File: src/hw/rtl/bsdc_pkg.sv
// constants, month-length tables, lookup functions and shared types
// for the bikram sambat date converter; no dependencies
package bsdc_pkg;

	// field widths
	localparam int unsigned YEAR_W  = 14;
	localparam int unsigned MONTH_W = 4;
	localparam int unsigned DAY_W   = 6;
	localparam int unsigned WDAY_W  = 3;

	// calendar constants
	localparam int unsigned FIRST_YEAR_C   = 2000;
	localparam int unsigned YEAR_COUNT_DEF = 91;
	localparam int unsigned KNOWN_YEARS    = 91;
	localparam int unsigned MONTHS         = 12;
	localparam int unsigned MAX_BS_DAY     = 32;
	localparam int unsigned EPOCH_YEAR     = 1943;
	localparam int unsigned EPOCH_MONTH    = 4;
	localparam int unsigned EPOCH_DAY      = 13;
	// days from 1 january 1943 to the epoch day
	localparam int unsigned EPOCH_DOY      = 102;
	// any gregorian year above this lies past the end of the table
	localparam int unsigned LAST_GR_YEAR   = 2040;
	localparam int unsigned GR_FEB_IDX     = 1;
	localparam int unsigned WEEK_DAYS      = 7;

	// datapath widths
	localparam int unsigned ACC_W      = 16;
	localparam int unsigned GYEAR_W    = 11;
	localparam int unsigned ROW_W      = 4;
	localparam int unsigned MLEN_W     = 6;
	localparam int unsigned GMLEN_W    = 5;
	localparam int unsigned YLEN_W     = 9;
	localparam int unsigned WSH_W      = 4;
	localparam int unsigned WSHIFT_MAX = 12;

	// table rows: five irregular head rows, then five rows that repeat
	localparam int unsigned HEAD_ROWS = 5;
	localparam int unsigned ROW_COUNT = 10;

	typedef logic [ROW_W-1:0] row_t;

	localparam logic [MLEN_W-1:0] BS_MONTH_DAYS [ROW_COUNT][MONTHS] = '{
		'{6'd30, 6'd29, 6'd30, 6'd29, 6'd30, 6'd29, 6'd30, 6'd29, 6'd30, 6'd29, 6'd30, 6'd30},
		'{6'd31, 6'd31, 6'd31, 6'd32, 6'd31, 6'd30, 6'd30, 6'd29, 6'd30, 6'd29, 6'd30, 6'd30},
		'{6'd31, 6'd31, 6'd32, 6'd31, 6'd31, 6'd29, 6'd30, 6'd30, 6'd29, 6'd30, 6'd29, 6'd31},
		'{6'd30, 6'd31, 6'd32, 6'd32, 6'd31, 6'd30, 6'd29, 6'd30, 6'd29, 6'd30, 6'd29, 6'd30},
		'{6'd30, 6'd30, 6'd32, 6'd32, 6'd31, 6'd30, 6'd29, 6'd30, 6'd29, 6'd30, 6'd29, 6'd30},
		'{6'd31, 6'd31, 6'd32, 6'd31, 6'd31, 6'd31, 6'd30, 6'd29, 6'd30, 6'd29, 6'd30, 6'd30},
		'{6'd30, 6'd31, 6'd32, 6'd32, 6'd31, 6'd30, 6'd30, 6'd29, 6'd30, 6'd29, 6'd30, 6'd30},
		'{6'd30, 6'd31, 6'd32, 6'd32, 6'd31, 6'd30, 6'd30, 6'd29, 6'd30, 6'd29, 6'd30, 6'd30},
		'{6'd31, 6'd32, 6'd31, 6'd32, 6'd31, 6'd30, 6'd30, 6'd30, 6'd29, 6'd30, 6'd29, 6'd31},
		'{6'd31, 6'd31, 6'd31, 6'd32, 6'd31, 6'd31, 6'd29, 6'd30, 6'd30, 6'd29, 6'd30, 6'd30}
	};

	// row sums of the table above
	localparam logic [YLEN_W-1:0] BS_YEAR_DAYS [ROW_COUNT] = '{
		9'd355, 9'd364, 9'd364, 9'd363, 9'd362, 9'd365, 9'd364, 9'd364, 9'd366, 9'd365
	};

	localparam logic [GMLEN_W-1:0] GR_MONTH_DAYS [MONTHS] = '{
		5'd31, 5'd28, 5'd31, 5'd30, 5'd31, 5'd30, 5'd31, 5'd31, 5'd30, 5'd31, 5'd30, 5'd31
	};

	// lookup request from the sequencer
	typedef struct packed {
		row_t               row;
		logic               known;
		logic [MONTH_W-1:0] mon;
		logic               leap;
	} len_req_t;

	// lengths handed back to the sequencer
	typedef struct packed {
		logic [MLEN_W-1:0]  bs_mdays;
		logic [YLEN_W-1:0]  bs_ydays;
		logic [GMLEN_W-1:0] gr_mdays;
		logic [YLEN_W-1:0]  gr_ydays;
	} len_rsp_t;

	// bs month length, zero for rows past the known years
	function automatic logic [MLEN_W-1:0] bs_month_days(input row_t row, input logic known,
		input logic [MONTH_W-1:0] mon);
		logic [MLEN_W-1:0] len;
		len = '0;
		if (known && (row < ROW_W'(ROW_COUNT)) && (mon < MONTH_W'(MONTHS))) begin
			len = BS_MONTH_DAYS[row][mon];
		end
		return len;
	endfunction

	// bs year length, zero for rows past the known years
	function automatic logic [YLEN_W-1:0] bs_year_days(input row_t row, input logic known);
		logic [YLEN_W-1:0] len;
		len = '0;
		if (known && (row < ROW_W'(ROW_COUNT))) begin
			len = BS_YEAR_DAYS[row];
		end
		return len;
	endfunction

	// gregorian month length, month counted from zero
	function automatic logic [GMLEN_W-1:0] greg_month_days(input logic leap,
		input logic [MONTH_W-1:0] mon0);
		logic [GMLEN_W-1:0] len;
		len = '0;
		if (mon0 == MONTH_W'(GR_FEB_IDX) && leap) begin
			len = 5'd29;
		end else if (mon0 < MONTH_W'(MONTHS)) begin
			len = GR_MONTH_DAYS[mon0];
		end
		return len;
	endfunction

	function automatic logic [YLEN_W-1:0] greg_year_days(input logic leap);
		return leap ? 9'd366 : 9'd365;
	endfunction

	// next table row: after the last cycle row comes the first cycle row
	function automatic row_t next_row(input row_t row);
		return (row == ROW_W'(ROW_COUNT - 1)) ? ROW_W'(HEAD_ROWS) : row + ROW_W'(1);
	endfunction

endpackage

File: src/hw/rtl/bsdc_req_if.sv
// request channel of the date converter: valid/ready and the input date
// depends on bsdc_pkg
interface bsdc_req_if import bsdc_pkg::*; ();
	logic               valid;
	logic               ready;
	logic               mode;
	logic [YEAR_W-1:0]  in_year;
	logic [MONTH_W-1:0] in_month;
	logic [DAY_W-1:0]   in_day;

	modport source (output valid, mode, in_year, in_month, in_day, input ready);
	modport sink (input valid, mode, in_year, in_month, in_day, output ready);
endinterface

File: src/hw/rtl/bsdc_rsp_if.sv
// response channel of the date converter: valid/ready and the converted date
// depends on bsdc_pkg
interface bsdc_rsp_if import bsdc_pkg::*; ();
	logic               valid;
	logic               ready;
	logic               valid_res;
	logic [YEAR_W-1:0]  out_year;
	logic [MONTH_W-1:0] out_month;
	logic [DAY_W-1:0]   out_day;
	logic [WDAY_W-1:0]  weekday;

	modport source (output valid, valid_res, out_year, out_month, out_day, weekday,
		input ready);
	modport sink (input valid, valid_res, out_year, out_month, out_day, weekday,
		output ready);
endinterface

File: src/hw/rtl/bikram_sambat_date_converter.sv
// bikram sambat <-> gregorian date converter, one item at a time. bs to ad walks bs years from
// 2000 and months, weekday reduction, then gregorian years from 1943 and months; ad to bs walks
// gregorian years and months, weekday reduction, epoch rebase, then bs years and months. inputs
// refused by the entry checks go straight to done. one add/subtract unit walks one table entry
// per cycle. throughput: next item accepted the cycle after the result moves to the output
// register. reset: arst_n clears the sequencer and the output valid; tables are constants.
module bikram_sambat_date_converter import bsdc_pkg::*; #(
	parameter int unsigned YEAR_COUNT = YEAR_COUNT_DEF
) (
	input logic         clk,
	input logic         arst_n,
	bsdc_req_if.sink    req,
	bsdc_rsp_if.source  rsp
);

	localparam int unsigned IDX_W = $clog2(YEAR_COUNT + 1);

	typedef enum logic [7:0] {
		S_IDLE     = 8'b0000_0001,
		S_BS_YEAR  = 8'b0000_0010,
		S_BS_MONTH = 8'b0000_0100,
		S_GR_YEAR  = 8'b0000_1000,
		S_GR_MONTH = 8'b0001_0000,
		S_WDAY     = 8'b0010_0000,
		S_EPOCH    = 8'b0100_0000,
		S_DONE     = 8'b1000_0000
	} state_t;

	state_t              state_q;
	logic                mode_q;
	logic                ok_q;
	logic [MONTH_W-1:0]  mon_q;
	logic [DAY_W-1:0]    day_q;
	logic [IDX_W-1:0]    tidx_q;
	logic [GYEAR_W-1:0]  gtgt_q;
	logic [ACC_W-1:0]    acc_q;
	logic [ACC_W-1:0]    aux_q;
	logic [IDX_W-1:0]    bidx_q;
	row_t                row_q;
	logic [MONTH_W-1:0]  mcnt_q;
	logic [GYEAR_W-1:0]  gyear_q;
	logic [WSH_W-1:0]    wsh_q;

	logic                rsp_valid_q;
	logic                valid_res_q;
	logic [YEAR_W-1:0]   out_year_q;
	logic [MONTH_W-1:0]  out_month_q;
	logic [DAY_W-1:0]    out_day_q;
	logic [WDAY_W-1:0]   weekday_q;

	len_req_t            lookup;
	len_rsp_t            lengths;

	logic [ACC_W-1:0]    alu_a;
	logic [ACC_W-1:0]    alu_b;
	logic                alu_sub;
	logic [ACC_W:0]      alu_sum;
	logic [ACC_W-1:0]    alu_res;
	logic                alu_neg;

	logic                mon_last;
	logic                load;

	logic [YEAR_W-1:0]   year_off;
	logic                in_m_ok;
	logic                bs_ok;
	logic                gr_leap_in;
	logic                gr_d_ok;
	logic                gr_early;
	logic                ad_ok;
	logic                start_ok;

	logic [WDAY_W-1:0]   wd_rem;
	logic [WDAY_W-1:0]   wd_res;

	// length lookup for the current walk position
	assign lookup.row   = row_q;
	assign lookup.known = (32'(bidx_q) < 32'(KNOWN_YEARS));
	assign lookup.mon   = mcnt_q;
	assign lookup.leap  = (gyear_q[1:0] == 2'b00);

	bsdc_len_lut u_len_lut (
		.lookup  (lookup),
		.lengths (lengths)
	);

	// input checks for the incoming item
	always_comb begin
		year_off   = req.in_year - YEAR_W'(FIRST_YEAR_C);
		in_m_ok    = (req.in_month != '0) && (req.in_month <= MONTH_W'(MONTHS));
		bs_ok      = (req.in_year >= YEAR_W'(FIRST_YEAR_C)) && (year_off < YEAR_W'(YEAR_COUNT))
			&& in_m_ok && (req.in_day != '0) && (req.in_day <= DAY_W'(MAX_BS_DAY));
		gr_leap_in = (req.in_year[1:0] == 2'b00);
		gr_d_ok    = (req.in_day != '0) && (req.in_day <= DAY_W'(greg_month_days(gr_leap_in,
			req.in_month - MONTH_W'(1))));
		gr_early   = (req.in_year == YEAR_W'(EPOCH_YEAR))
			&& ((req.in_month < MONTH_W'(EPOCH_MONTH))
			|| ((req.in_month == MONTH_W'(EPOCH_MONTH)) && (req.in_day < DAY_W'(EPOCH_DAY))));
		ad_ok      = (req.in_year >= YEAR_W'(EPOCH_YEAR)) && (req.in_year <= YEAR_W'(LAST_GR_YEAR))
			&& in_m_ok && gr_d_ok && !gr_early;
		start_ok   = req.mode ? ad_ok : bs_ok;
	end

	assign mon_last = (mcnt_q == (mon_q - MONTH_W'(1)));

	// operand selection for the shared add/subtract unit
	always_comb begin
		alu_a   = acc_q;
		alu_b   = '0;
		alu_sub = 1'b0;
		unique case (state_q)
			S_BS_YEAR: begin
				alu_b   = ACC_W'(lengths.bs_ydays);
				alu_sub = mode_q;
			end
			S_BS_MONTH: begin
				alu_b   = (!mode_q && mon_last) ? ACC_W'(day_q - DAY_W'(1))
					: ACC_W'(lengths.bs_mdays);
				alu_sub = mode_q;
			end
			S_GR_YEAR: begin
				alu_b   = ACC_W'(lengths.gr_ydays);
				alu_sub = !mode_q;
			end
			S_GR_MONTH: begin
				alu_b   = (mode_q && mon_last) ? ACC_W'(day_q - DAY_W'(1))
					: ACC_W'(lengths.gr_mdays);
				alu_sub = !mode_q;
			end
			S_WDAY: begin
				alu_a   = aux_q;
				alu_b   = ACC_W'(WEEK_DAYS) << wsh_q;
				alu_sub = 1'b1;
			end
			S_EPOCH: begin
				alu_b   = ACC_W'(EPOCH_DOY);
				alu_sub = 1'b1;
			end
			default: begin
				alu_b   = '0;
				alu_sub = 1'b0;
			end
		endcase
	end

	// shared adder; top bit flags a negative difference
	assign alu_sum = {1'b0, alu_a} + ({1'b0, alu_b} ^ {(ACC_W + 1){alu_sub}})
		+ (ACC_W + 1)'(alu_sub);
	assign alu_res = alu_sum[ACC_W-1:0];
	assign alu_neg = alu_sum[ACC_W];

	// sequencer
	always_ff @(posedge clk or negedge arst_n) begin
		if (!arst_n) begin
			state_q <= S_IDLE;
		end else begin
			unique case (state_q)
				S_IDLE: begin
					if (req.valid) begin
						state_q <= !start_ok ? S_DONE : (req.mode ? S_GR_YEAR : S_BS_YEAR);
					end
				end
				S_BS_YEAR: begin
					if (!mode_q) begin
						if (bidx_q == tidx_q) begin
							state_q <= S_BS_MONTH;
						end
					end else if (bidx_q == IDX_W'(YEAR_COUNT)) begin
						state_q <= S_DONE;
					end else if (alu_neg) begin
						state_q <= S_BS_MONTH;
					end
				end
				S_BS_MONTH: begin
					if (!mode_q) begin
						if (mon_last) begin
							state_q <= (day_q > lengths.bs_mdays) ? S_DONE : S_WDAY;
						end
					end else if (mcnt_q == MONTH_W'(MONTHS) || alu_neg) begin
						state_q <= S_DONE;
					end
				end
				S_GR_YEAR: begin
					if (mode_q ? (gyear_q == gtgt_q) : alu_neg) begin
						state_q <= S_GR_MONTH;
					end
				end
				S_GR_MONTH: begin
					if (!mode_q && alu_neg) begin
						state_q <= S_DONE;
					end else if (mode_q && mon_last) begin
						state_q <= S_WDAY;
					end
				end
				S_WDAY: begin
					if (wsh_q == '0) begin
						state_q <= mode_q ? S_EPOCH : S_GR_YEAR;
					end
				end
				S_EPOCH: begin
					state_q <= S_BS_YEAR;
				end
				S_DONE: begin
					if (load) begin
						state_q <= S_IDLE;
					end
				end
				default: begin
					state_q <= S_IDLE;
				end
			endcase
		end
	end

	// working registers of the walk
	always_ff @(posedge clk) begin
		unique case (state_q)
			S_IDLE: begin
				mode_q  <= req.mode;
				mon_q   <= req.in_month;
				day_q   <= req.in_day;
				tidx_q  <= year_off[IDX_W-1:0];
				gtgt_q  <= req.in_year[GYEAR_W-1:0];
				acc_q   <= req.mode ? '0 : ACC_W'(EPOCH_DOY);
				bidx_q  <= '0;
				row_q   <= '0;
				mcnt_q  <= '0;
				gyear_q <= GYEAR_W'(EPOCH_YEAR);
				ok_q    <= 1'b0;
			end
			S_BS_YEAR: begin
				if (!(mode_q ? (bidx_q == IDX_W'(YEAR_COUNT) || alu_neg) : (bidx_q == tidx_q)))
				begin
					acc_q  <= alu_res;
					bidx_q <= bidx_q + IDX_W'(1);
					row_q  <= next_row(row_q);
				end
			end
			S_BS_MONTH: begin
				if (!mode_q) begin
					acc_q <= alu_res;
					if (mon_last) begin
						aux_q <= alu_res;
						wsh_q <= WSH_W'(WSHIFT_MAX);
					end else begin
						mcnt_q <= mcnt_q + MONTH_W'(1);
					end
				end else if (mcnt_q != MONTH_W'(MONTHS)) begin
					if (alu_neg) begin
						ok_q <= 1'b1;
					end else begin
						acc_q  <= alu_res;
						mcnt_q <= mcnt_q + MONTH_W'(1);
					end
				end
			end
			S_GR_YEAR: begin
				if (mode_q ? (gyear_q == gtgt_q) : alu_neg) begin
					mcnt_q <= '0;
				end else begin
					acc_q   <= alu_res;
					gyear_q <= gyear_q + GYEAR_W'(1);
				end
			end
			S_GR_MONTH: begin
				if (!mode_q && alu_neg) begin
					ok_q <= 1'b1;
				end else begin
					acc_q <= alu_res;
					if (mode_q && mon_last) begin
						aux_q <= alu_res;
						wsh_q <= WSH_W'(WSHIFT_MAX);
					end else begin
						mcnt_q <= mcnt_q + MONTH_W'(1);
					end
				end
			end
			S_WDAY: begin
				// restoring reduction of the day count modulo seven
				if (!alu_neg) begin
					aux_q <= alu_res;
				end
				wsh_q <= wsh_q - WSH_W'(1);
			end
			S_EPOCH: begin
				// rebase on the bs epoch and restart the table walk
				acc_q  <= alu_res;
				bidx_q <= '0;
				row_q  <= '0;
				mcnt_q <= '0;
			end
			default: begin
			end
		endcase
	end

	// weekday from days since 1 january 1943, a friday
	assign wd_rem = aux_q[WDAY_W-1:0];
	assign wd_res = (wd_rem < 3'd3) ? wd_rem + 3'd5 : wd_rem - 3'd2;

	assign load = (state_q == S_DONE) && (!rsp_valid_q || rsp.ready);

	// output register
	always_ff @(posedge clk or negedge arst_n) begin
		if (!arst_n) begin
			rsp_valid_q <= 1'b0;
		end else if (load) begin
			rsp_valid_q <= 1'b1;
		end else if (rsp.ready) begin
			rsp_valid_q <= 1'b0;
		end
	end

	always_ff @(posedge clk) begin
		if (load) begin
			valid_res_q <= ok_q;
			if (ok_q) begin
				out_year_q  <= mode_q ? YEAR_W'(FIRST_YEAR_C) + YEAR_W'(bidx_q)
					: YEAR_W'(gyear_q);
				out_month_q <= mcnt_q + MONTH_W'(1);
				out_day_q   <= acc_q[DAY_W-1:0] + DAY_W'(1);
				weekday_q   <= wd_res;
			end else begin
				out_year_q  <= '0;
				out_month_q <= '0;
				out_day_q   <= '0;
				weekday_q   <= '0;
			end
		end
	end

	assign req.ready     = (state_q == S_IDLE);
	assign rsp.valid     = rsp_valid_q;
	assign rsp.valid_res = valid_res_q;
	assign rsp.out_year  = out_year_q;
	assign rsp.out_month = out_month_q;
	assign rsp.out_day   = out_day_q;
	assign rsp.weekday   = weekday_q;

endmodule

File: src/hw/rtl/bsdc_len_lut.sv
// month and year length lookup for both calendars
// depends on bsdc_pkg (tables and lookup functions)
module bsdc_len_lut import bsdc_pkg::*; (
	input  len_req_t lookup,
	output len_rsp_t lengths
);

	// constant table reads, one per length
	always_comb begin
		lengths.bs_mdays = bs_month_days(lookup.row, lookup.known, lookup.mon);
		lengths.bs_ydays = bs_year_days(lookup.row, lookup.known);
		lengths.gr_mdays = greg_month_days(lookup.leap, lookup.mon);
		lengths.gr_ydays = greg_year_days(lookup.leap);
	end

endmodule

File: src/flat_wrapper.sv
// flat-port wrapper written by rule: the top's interface ports become plain ports
module bikram_sambat_date_converter_flat import bsdc_pkg::*;
#(
	parameter int unsigned YEAR_COUNT = YEAR_COUNT_DEF
)
  (clk, arst_n, req_valid, req_mode, req_in_year, req_in_month, req_in_day, req_ready, rsp_valid, rsp_valid_res, rsp_out_year, rsp_out_month, rsp_out_day, rsp_weekday, rsp_ready);
  bsdc_req_if req_i ();
  bsdc_rsp_if rsp_i ();
  input logic clk;
  input logic arst_n;
  input wire logic [$bits(req_i.valid)-1:0] req_valid;
  input wire logic [$bits(req_i.mode)-1:0] req_mode;
  input wire logic [$bits(req_i.in_year)-1:0] req_in_year;
  input wire logic [$bits(req_i.in_month)-1:0] req_in_month;
  input wire logic [$bits(req_i.in_day)-1:0] req_in_day;
  output wire logic [$bits(req_i.ready)-1:0] req_ready;
  output wire logic [$bits(rsp_i.valid)-1:0] rsp_valid;
  output wire logic [$bits(rsp_i.valid_res)-1:0] rsp_valid_res;
  output wire logic [$bits(rsp_i.out_year)-1:0] rsp_out_year;
  output wire logic [$bits(rsp_i.out_month)-1:0] rsp_out_month;
  output wire logic [$bits(rsp_i.out_day)-1:0] rsp_out_day;
  output wire logic [$bits(rsp_i.weekday)-1:0] rsp_weekday;
  input wire logic [$bits(rsp_i.ready)-1:0] rsp_ready;
  assign req_i.valid = req_valid;
  assign req_i.mode = req_mode;
  assign req_i.in_year = req_in_year;
  assign req_i.in_month = req_in_month;
  assign req_i.in_day = req_in_day;
  assign req_ready = req_i.ready;
  assign rsp_valid = rsp_i.valid;
  assign rsp_valid_res = rsp_i.valid_res;
  assign rsp_out_year = rsp_i.out_year;
  assign rsp_out_month = rsp_i.out_month;
  assign rsp_out_day = rsp_i.out_day;
  assign rsp_weekday = rsp_i.weekday;
  assign rsp_i.ready = rsp_ready;
  bikram_sambat_date_converter #(.YEAR_COUNT(YEAR_COUNT)) u_core (.clk(clk), .arst_n(arst_n), .req(req_i), .rsp(rsp_i));
endmodule
File: config.mk
export PLATFORM = sky130hd
export DESIGN_NAME = bikram_sambat_date_converter_flat
export DESIGN_NICKNAME = d
export VERILOG_FILES = /design/src/hw/rtl/bsdc_pkg.sv /design/src/hw/rtl/bsdc_req_if.sv /design/src/hw/rtl/bsdc_rsp_if.sv /design/src/hw/rtl/bikram_sambat_date_converter.sv /design/src/hw/rtl/bsdc_len_lut.sv /design/src/flat_wrapper.sv
export SDC_FILE = /design/constraint.sdc
export NUM_CORES = 1
export LEC_CHECK = 0
export BUFFER_PORTS_ARGS = -buffer_cell sky130_fd_sc_hd__buf_2
export CAP_MARGIN = 10
export CORE_ASPECT_RATIO = 0.75
export CORE_MARGIN = 3
export CORE_UTILIZATION = 48
export DETAILED_ROUTE_END_ITERATION = 10
export GPL_TIMING_DRIVEN = 0
export HOLD_SLACK_MARGIN = 0.1
export PLACE_DENSITY = 0.75
export SYNTH_ARGS = -nofsm -noshare
export SYNTH_HDL_FRONTEND = slang
export SYNTH_HIERARCHICAL = 1
export SYNTH_SLANG_ARGS = --single-unit
File: constraint.sdc
create_clock -name clk -period 8.4 [get_ports clk]
set_input_delay 0.84 -clock clk [delete_from_list [all_inputs] [get_ports clk]]
set_output_delay 0.84 -clock clk [all_outputs]
set_load 0.05 [all_outputs]
==> qor.yml <==
status: "completed"
fin_crit_ns: 6.65
diodes: 0
area_growth_pct: 14.1
vias: 7356
worstSetupStartpointType: "flip-flop"
numCtsBuffers: 17
r2r_start: "u_core/row_q[0]"
routabilityCongestion: 0.960
wl_per_cell_um: 17.7
cp_max_fo: 8
syn_area_um2: 8960
dp_hpwl_um: 17200
dpl.cell_count: 1243
rrSetupSlack_ns: 1.75
ys.flop_type: "edfxtp_1"
maxSlewHeadroom_pct: 15.9
r2r_end: "u_core/mcnt_q[1]"
drv_slew: 0
yosys.cell_count.top_type: "nand2_1"
syn-mean-instance-area_um2: 9.59
skew_ns: 0.00707
cp.required_ns: 8.45
remaining_drc_errors: 0
post-route-period-util_pct: 79.2
grt.total_usage_pct: 22.7
cts_setup_buffers: 0
p_leak_nw: 4.26
power_density_nw_per_um2: 324
slowest_stage: "nor4bb_1"
dieArea_um2: 20400
crit_path_end_kind: "flip-flop"
num_rows: 42
clock_latency_ns: 0.42
drv_cap: 0
ys_seq_elements: 123
yosysTopAreaCell: "edfxtp_1"
cts_tree: "yes"
tns_ns: 0
cpPeakStageDelay_ns: 0.75
seq_area_frac_synth_pct: 40.7
wl_um: 22600
cp_common_cell: "o31ai_1"
antenna_found_initial: 0
clockBufferDepth: 2
core-area_um2: 18000
layout.cells.non_filler: 1274
finalSetupViolations: 0
rsz0062_at_grt: "no"
timing.fmax_mhz: 150
io_pins: 59
htreeDepth: 4
whs_ns: 0.256
hold_violations: 0
ctsHoldBuffers: 0
cts_root_buffer: "clkbuf_16"
port_buffers: 56
ir_drop_mv: 0.151
gr-usage-met3_pct: 5.19
postCtsResizedCells: 0
final_util_pct: 56.9
clkSlewWorstSetupHoldPaths_ns: 0.06
yosysWarnings: 6
grt_max_degree: 31
numClockSinks: 123
num-nets-final: 1107
synth_area_leaders: "edfxtp_1, ha_1, nand2_1"
grt_use_met2_pct: 30.8
rr_worst_depth: 22
drtPass1Iterations: 5
gr-total-overflow: 0
worstMarginPinSlew_ns: 1.25
synth_edf_count: 114
die_h_um: 124
drt_iter0_drc: 681
grt_pass1_wl_um: 36500
grt_pass1_vias: 6766
gr-usage-met1_pct: 36.5
critical_path_class: "flip-flop to flip-flop"
ys_types: 92
ys_async_sr_fraction_pct: 7.32
critPathArrivalTime_ns: 6.69
hp-class: "primary input to asynchronous set/reset pin"
fp.dieW_um: 164
path_cells: "buf_4, inv_1, ha_1, nor3b_1, o31ai_1, o31ai_1, a31oi_1, o311a_1, a41oi_1, nand2_1, mux2_2, fa_1, nor2b_1, o21ai_0, a21boi_1, o311ai_1, a21oi_1, or2_1, clkbuf_1, a311o_1, o31ai_1, nor4bb_1"
ant_nets: 0
yosysTopAreaCellShare_pct: 38.2
viasPerCell: 5.77
syn_inst: 935
drive_above_1_share_pct: 13.9
initial_utilization_pct: 49.9
grt_busiest_layer: "met1"
synth_common_cells: "nand2_1, edfxtp_1, nor2_1"
per-layer routing:
layer | up-vias | wire length (um)
met1 | 3441 | 11200
met3 | 22 | 2110
li1 | 3549 | -
met2 | 344 | 9060
met4 | 0 | 216
met5 | - | 0
stage by stage:
stage	setup WS, ns	instance area [um2]	total power, W
final	1.75	10200	0.00331
after detailed placement	1.91	9620	0.00253
after global placement	0.395	9580	0.00248
after global routing	1.30	10200	0.00353
after CTS	1.86	10200	0.00330
after floorplan	2.49	8990	0.00214
critical path: cells and delay by family (launching register included):
| family | cells | cell delay, ns |
|---|---|---|
| AOI/OAI and AO/OA | 11 | 2.51 |
| adders and majority gates | 2 | 0.65 |
| buffers and inverters | 3 | 0.64 |
| DFF | 1 | 0.53 |
| muxes | 1 | 0.32 |
| and+or+nand+nor | 5 | 1.62 |
how the worst max path moves through the flow:
stage	from	end	slack, ns	depth (start not counted)
after CTS	u_core/row_q[0]	u_core/mcnt_q[1]	1.86	22
after floorplan	u_core/row_q[0]	u_core/acc_q[0]	2.49	22
after global routing	u_core/row_q[0]	u_core/mcnt_q[0]	1.30	22
after detailed placement	u_core/row_q[0]	u_core/mcnt_q[0]	1.91	22
final	u_core/row_q[0]	u_core/mcnt_q[1]	1.75	22
after global placement	u_core/row_q[0]	u_core/acc_q[1]	0.39	22
layout by cell type (no fill, tap or decap), drive strengths merged, types with 14 or more instances in the layout:
cell type,instances
nand2,129
edfxtp,114
buf,89
nor2,68
ha,57
inv,47
a21oi,41
clkbuf,41
o21ai,36
xnor2,35
xor2,29
and2,25
mux2i,23
nor3,21
nand3,19
nor2b,19
a21o,15
nand4,14
cell families (layout without fill, tap and decap cells):
group           count (synthesis)  in the layout  share of synthesized area [%]
other cells                     3             11                          0.126
simple gates                  362            362                           20.5
compound gates                198            198                           15.8
flops                         123            123                           40.7
buf+inv                       102            191                           5.48
mux                            24             24                           2.69
fa+ha+maj                      58             58                           8.18
xor+xnor                       65             65                           6.50
power by group:
group | total [W] | internal, W | switching (W) | leakage (nW)
clock | 0.000758 | 0.000489 | 0.000269 | 0.281
combinational | 0.00145 | 0.000533 | 0.000919 | 2.80
sequential | 0.00110 | 0.000929 | 0.000169 | 1.19
layout make-up:
class                   instances  area (um2)
flip-flops and latches        123        3650
clock inverters                14         179
fillers                      1581        7750
multi-input cells             718        4870
well taps                     242         303
repair buffers                 58         310
inverters                      47         179
plain buffers                  55         313
clock buffers                  17         425
flip-flops by register name, summed over array words and instances (netlist names), 3 cells and up:
name and flops:
u_core/row_q 4, u_core/day_q 6, u_core/rsp.out_day 6, u_core/rsp.out_year 12
u_core/gtgt_q 7, u_core/rsp.weekday 3, u_core/acc_q 16, u_core/bidx_q 7
u_core/mcnt_q 4, u_core/gyear_q 11, u_core/wsh_q 4, u_core/rsp.out_month 4
u_core/tidx_q 7, u_core/mon_q 4, u_core/aux_q 16, u_core/state_q 8
Note: power is estimated with default switching activity, not from simulation.
